**src/rtl/spq_pkg.sv**
```systemverilog
package spq_pkg;

  localparam int unsigned QUEUE_DEPTH_DEF = 16;

  // most records one remove may pop
  localparam logic [4:0] MAX_RUN = 5'd16;

  typedef enum logic {
    REQ_INSERT = 1'b0,
    REQ_REMOVE = 1'b1
  } req_e;

  typedef enum logic [1:0] {
    OUT_INSERTED = 2'd0,
    OUT_FULL     = 2'd1,
    OUT_POPPED   = 2'd2,
    OUT_EMPTY    = 2'd3
  } outcome_e;

  typedef enum logic [1:0] {
    S_IDLE,
    S_READ,
    S_LOAD
  } state_e;

  typedef struct packed {
    logic [63:0] name_first;
    logic [63:0] name_second;
    logic [6:0]  age;
    logic [1:0]  prio;
  } record_t;

  localparam int unsigned REC_W = $bits(record_t);

  typedef struct packed {
    logic     do_insert;  // write the input record to the tail of its class
    logic     rd_issue;   // read the head record of the lowest nonempty class
    logic     pop;        // retire the head record read last
    logic     out_load;   // load the output register
    logic     out_from_ram;
    outcome_e out_outcome;
    logic     out_last;
  } ctrl_cmd_t;

  typedef struct packed {
    logic full;
    logic empty;
    logic one_left;
    logic out_free;
  } dp_status_t;

endpackage

```
**src/rtl/spq_ctrl.sv**
```systemverilog
module spq_ctrl (
  input  logic                  clk_i,
  input  logic                  rst_ni,
  input  logic                  in_valid_i,
  output logic                  in_stall_o,
  input  logic                  req_type_i,
  input  logic [4:0]            remove_count_i,
  input  spq_pkg::dp_status_t   status_i,
  output spq_pkg::ctrl_cmd_t    cmd_o
);

  spq_pkg::state_e state_q, state_d;
  logic [4:0]      rem_q, rem_d;
  logic [4:0]      want;
  logic            accept;
  logic            is_insert;
  logic            last_pop;

  assign accept    = in_valid_i && (state_q == spq_pkg::S_IDLE) && status_i.out_free;
  assign in_stall_o = !((state_q == spq_pkg::S_IDLE) && status_i.out_free);
  assign is_insert = (req_type_i == spq_pkg::REQ_INSERT);

  // zero counts as one, anything above the run limit saturates
  always_comb begin
    if (remove_count_i == 5'd0) begin
      want = 5'd1;
    end else if (remove_count_i > spq_pkg::MAX_RUN) begin
      want = spq_pkg::MAX_RUN;
    end else begin
      want = remove_count_i;
    end
  end

  assign last_pop = (rem_q == 5'd1) || status_i.one_left;

  // next state
  always_comb begin
    state_d = state_q;
    rem_d   = rem_q;
    case (state_q)
      spq_pkg::S_IDLE: begin
        if (accept && !is_insert && !status_i.empty) begin
          state_d = spq_pkg::S_READ;
          rem_d   = want;
        end
      end
      spq_pkg::S_READ: begin
        state_d = spq_pkg::S_LOAD;
      end
      spq_pkg::S_LOAD: begin
        if (status_i.out_free) begin
          rem_d   = rem_q - 5'd1;
          state_d = last_pop ? spq_pkg::S_IDLE : spq_pkg::S_READ;
        end
      end
      default: begin
        state_d = spq_pkg::S_IDLE;
      end
    endcase
  end

  // command outputs
  always_comb begin
    cmd_o              = '0;
    cmd_o.out_outcome  = spq_pkg::OUT_INSERTED;
    case (state_q)
      spq_pkg::S_IDLE: begin
        if (accept) begin
          if (is_insert) begin
            cmd_o.out_load = 1'b1;
            cmd_o.out_last = 1'b1;
            if (status_i.full) begin
              cmd_o.out_outcome = spq_pkg::OUT_FULL;
            end else begin
              cmd_o.do_insert   = 1'b1;
              cmd_o.out_outcome = spq_pkg::OUT_INSERTED;
            end
          end else if (status_i.empty) begin
            cmd_o.out_load    = 1'b1;
            cmd_o.out_last    = 1'b1;
            cmd_o.out_outcome = spq_pkg::OUT_EMPTY;
          end
        end
      end
      spq_pkg::S_READ: begin
        cmd_o.rd_issue = 1'b1;
      end
      spq_pkg::S_LOAD: begin
        if (status_i.out_free) begin
          cmd_o.out_load     = 1'b1;
          cmd_o.pop          = 1'b1;
          cmd_o.out_from_ram = 1'b1;
          cmd_o.out_outcome  = spq_pkg::OUT_POPPED;
          cmd_o.out_last     = last_pop;
        end
      end
      default: begin
        cmd_o = '0;
      end
    endcase
  end

  always_ff @(posedge clk_i or negedge rst_ni) begin
    if (!rst_ni) begin
      state_q <= spq_pkg::S_IDLE;
      rem_q   <= '0;
    end else begin
      state_q <= state_d;
      rem_q   <= rem_d;
    end
  end

endmodule

```
**config.mk**
```make
export PLATFORM = sky130hd
export DESIGN_NAME = spq_ctrl
export DESIGN_NICKNAME = d
export VERILOG_FILES = /design/src/rtl/spq_pkg.sv /design/src/rtl/spq_ctrl.sv
export SDC_FILE = /design/constraint.sdc
export NUM_CORES = 1
export LEC_CHECK = 0
export ABC_AREA = 0
export BUFFER_PORTS_ARGS = -buffer_cell sky130_fd_sc_hd__buf_2
export CAP_MARGIN = 20
export CORE_MARGIN = 4
export CORE_UTILIZATION = 33
export DETAILED_ROUTE_END_ITERATION = 8
export PLACE_DENSITY = 0.58
export SLEW_MARGIN = 20
export SYNTH_ARGS = -nofsm -noshare
export SYNTH_HDL_FRONTEND = slang
export SYNTH_SLANG_ARGS = --single-unit
```
**constraint.sdc**
```tcl
create_clock -name clk_i -period 2.95 [get_ports clk_i]
set_input_delay 0.59 -clock clk_i [delete_from_list [all_inputs] [get_ports clk_i]]
set_output_delay 0.59 -clock clk_i [all_outputs]
set_load 0.02 [all_outputs]
```
==> impl_metrics.env <==
export IMPL_post_cts_repair_setup_buffers=0
export IMPL_critPathKind="reg -> out"
export IMPL_track_usage_pct=12.0
export IMPL_grt_pass1_wl_mm=2.30
export IMPL_met1_usage_pct=15.9
export IMPL_ys_seq_elements=7
export IMPL_netlist_area_sq_um=582
export IMPL_clk_pin_slew_worst_paths_ns=0.05
export IMPL_busiest_layer="met2"
export IMPL_cp_start_kind="register"
export IMPL_synth_edff_count=0
export IMPL_syn_instance_count=63
export IMPL_crit_slowest_cell="dfrtp_1"
export IMPL_report_final_slew_viol_count=0
export IMPL_run_status="complete, no violations"
export IMPL_p_leak_nw=0.348
export IMPL_hold_buffers=0
export IMPL_syn_area_per_cell_sq_um=9.24
export IMPL_power_density_nw_per_um2=775
export IMPL_worst_pin_slew_ns=0.463
export IMPL_firstDrtPassIters=4
export IMPL_overflow=0
export IMPL_dr_total_vias=551
export IMPL_cts_max_level=1
export IMPL_die_h_microns=50.0
export IMPL_postRouteAntennaNets=0
export IMPL_vdd_drop_max_uv=280
export IMPL_netlist_area_leader_share_pct=30.1
export IMPL_holdCritPathClass="in -> async"
export IMPL_syn_to_final_growth_pct=21.7
export IMPL_hold_viol_final=0
export IMPL_finalCritPeriodShare_pct=73.4
export IMPL_drive_gt1_share_pct=34.5
export IMPL_setup_violations=0
export IMPL_ys_async_sr_fraction_pct=100
export IMPL_wl_per_cell_microns=13.6
export IMPL_use_met3_pct=7.23
export IMPL_cts_resized=0
export IMPL_slowest_delay_ns=0.63
export IMPL_crit_family="flip-flops"
export IMPL_ys_flop_type="dfrtp_1"
export IMPL_grt_pass1_vias=512
export IMPL_worst_path_stages=3
export IMPL_critPathMaxFanout=17
export IMPL_cp_data_required_time_ns=2.36
export IMPL_drt_total_wl_mm=1.36
export IMPL_synth_area_leaders="dfrtp_1, nand2b_1, o221ai_1"
export IMPL_initial_core_util_pct=36.9
export IMPL_crit_path_cell_trace="nand2b_1 > nor2_1 > buf_2"
export IMPL_path_buf_inv=1
export IMPL_cts_buffers=3
export IMPL_drcViolationCount=0
export IMPL_yosysUniqueCellTypes=29
export IMPL_met2_usage_pct=16.7
export IMPL_yosysTopAreaCell="dfrtp_1"
export IMPL_clk_path_buf_depth=2
export IMPL_core_area_sq_um=1580
export IMPL_yosysSeqAreaShare_pct=30.1
export IMPL_drv_cap=0
export IMPL_layout_nets=100
export IMPL_row_count=14
export IMPL_diodes=0
export IMPL_first_iter_violations=8
export IMPL_reg2reg_depth=3
export IMPL_fmax_mhz=462
export IMPL_cts_sinks=7
export IMPL_end_kind="output pin"
export IMPL_skew_ns=0.000542
export IMPL_rsz0062_at_grt="no"
export IMPL_slew_limit_headroom_pct=69.1
export IMPL_chipWidth_microns=50.0
export IMPL_cts_tree="built"
export IMPL_holdWs_ns=0.163
export IMPL_syn_nets=78
export IMPL_antenna_found_initial=0
export IMPL_grt_max_degree=18
export IMPL_cp_arrival_ns=1.58
export IMPL_clkLatencyLatePin_ns=0.25
export IMPL_hpwl_mm=1.06
export IMPL_synth_warning_count=0
export IMPL_tns_ns=0
export IMPL_pin_count=22
export IMPL_period_minus_slack_ns=2.17
export IMPL_port_buffers=21
export IMPL_via_per_inst=5.51
export IMPL_gp_congestion=0.810
export IMPL_dieArea_sq_um=2500
export IMPL_root_buffer="clkbuf_4"
export IMPL_rrSetupSlack_ns=1.45
==> layout make-up <==
class | count | area [sq um]
Clock buffer | 4 | 26.3
Timing Repair Buffer | 21 | 105
Inverter | 4 | 15.0
Tap cell | 16 | 20.0
Multi-Input combinational cell | 48 | 367
Fill cell | 152 | 868
Sequential cell | 7 | 175
==> state kept, by name, indices dropped and copies added, names as in the netlist <==
name     count
rem_q        5
state_q      2
==> logic make-up (layout without fill, tap and decap cells) <==
logic type | Yosys count | after routing | synth area share [%]
DFF | 7 | 7 | 30.1
and+or+nand+nor | 24 | 24 | 26.0
muxes | 3 | 3 | 6.02
AOI/OAI and AO/OA | 19 | 19 | 26.7
adders and majority gates | 2 | 2 | 4.30
buffers and inverters | 8 | 29 | 6.88
==> report_power, final <==
| part | leakage [nW] | internal (mW) | switching (mW) | total (mW) |
|---|---|---|---|---|
| Sequential | 0.0886 | 0.135 | 0.0588 | 0.194 |
| Clock | 0.0150 | 0.0518 | 0.0386 | 0.0904 |
| Combinational | 0.244 | 0.128 | 0.137 | 0.265 |
==> layer usage <==
layer  part of all wire [%]  vias to the layer above
met5                      0                        -
met4                      0                        0
met3                    8.1                        0
met2                     43                       15
met1                     49                      254
li1                       -                      282
==> synth_stat cells, types with 2 or more instances <==
cell type,instances
buf_2,2
a21oi_1,3
o221ai_1,3
a31oi_1,2
nor3b_1,3
nor3_1,4
buf_4,2
dfrtp_1,7
inv_1,4
mux2i_1,2
nor2_1,5
nand2b_1,6
ha_1,2
o2bb2ai_1,3
==> stage by stage <==
step	worst slack (ns)	area [sq um]	std cells	power [mW]	util (%)
after floorplan	0.978	582	63	0.398	-
after global placement	0.976	682	96	0.465	43.3
after detailed placement	0.954	682	96	0.459	43.3
after CTS	0.787	708	100	0.556	44.9
after global routing	0.623	708	100	0.600	44.9
final	0.784	708	100	0.549	44.9
==> path summary, 6_finish.rpt <==
check,startpoint,to
hold reg to reg,rem_q[4]$_DFFE_PN0P_,rem_q[4]$_DFFE_PN0P_
setup reg to reg,state_q[1]$_DFFE_PN0P_,rem_q[1]$_DFFE_PN0P_
hold / removal,rst_ni,rem_q[2]$_DFFE_PN0P_
min in group clk_i,rem_q[4]$_DFFE_PN0P_,rem_q[4]$_DFFE_PN0P_
setup / recovery,state_q[1]$_DFFE_PN0P_,cmd_o[5]
max in group asynchronous,rst_ni,state_q[1]$_DFFE_PN0P_
==> cells in the final DEF, fill, tap and decap left out <==
cell type	count
a211oi_1	1
a21o_1	1
a21oi_1	3
a22oi_1	1
a31oi_1	2
a32oi_1	1
and2b_2	1
and3b_1	1
buf_2	21
clkbuf_1	1
clkbuf_4	3
dfrtp_1	7
ha_1	2
inv_1	4
mux2_4	1
mux2i_1	2
nand2b_1	6
nand3b_1	1
nor2_1	5
nor2b_1	1
nor3_1	4
nor3b_1	3
nor4bb_1	1
o21ai_2	1
o21bai_1	1
o221a_2	1
o221ai_1	3
o2bb2ai_1	3
o41ai_2	1
or4bb_1	1
Note: power is estimated with default switching activity, not from simulation.
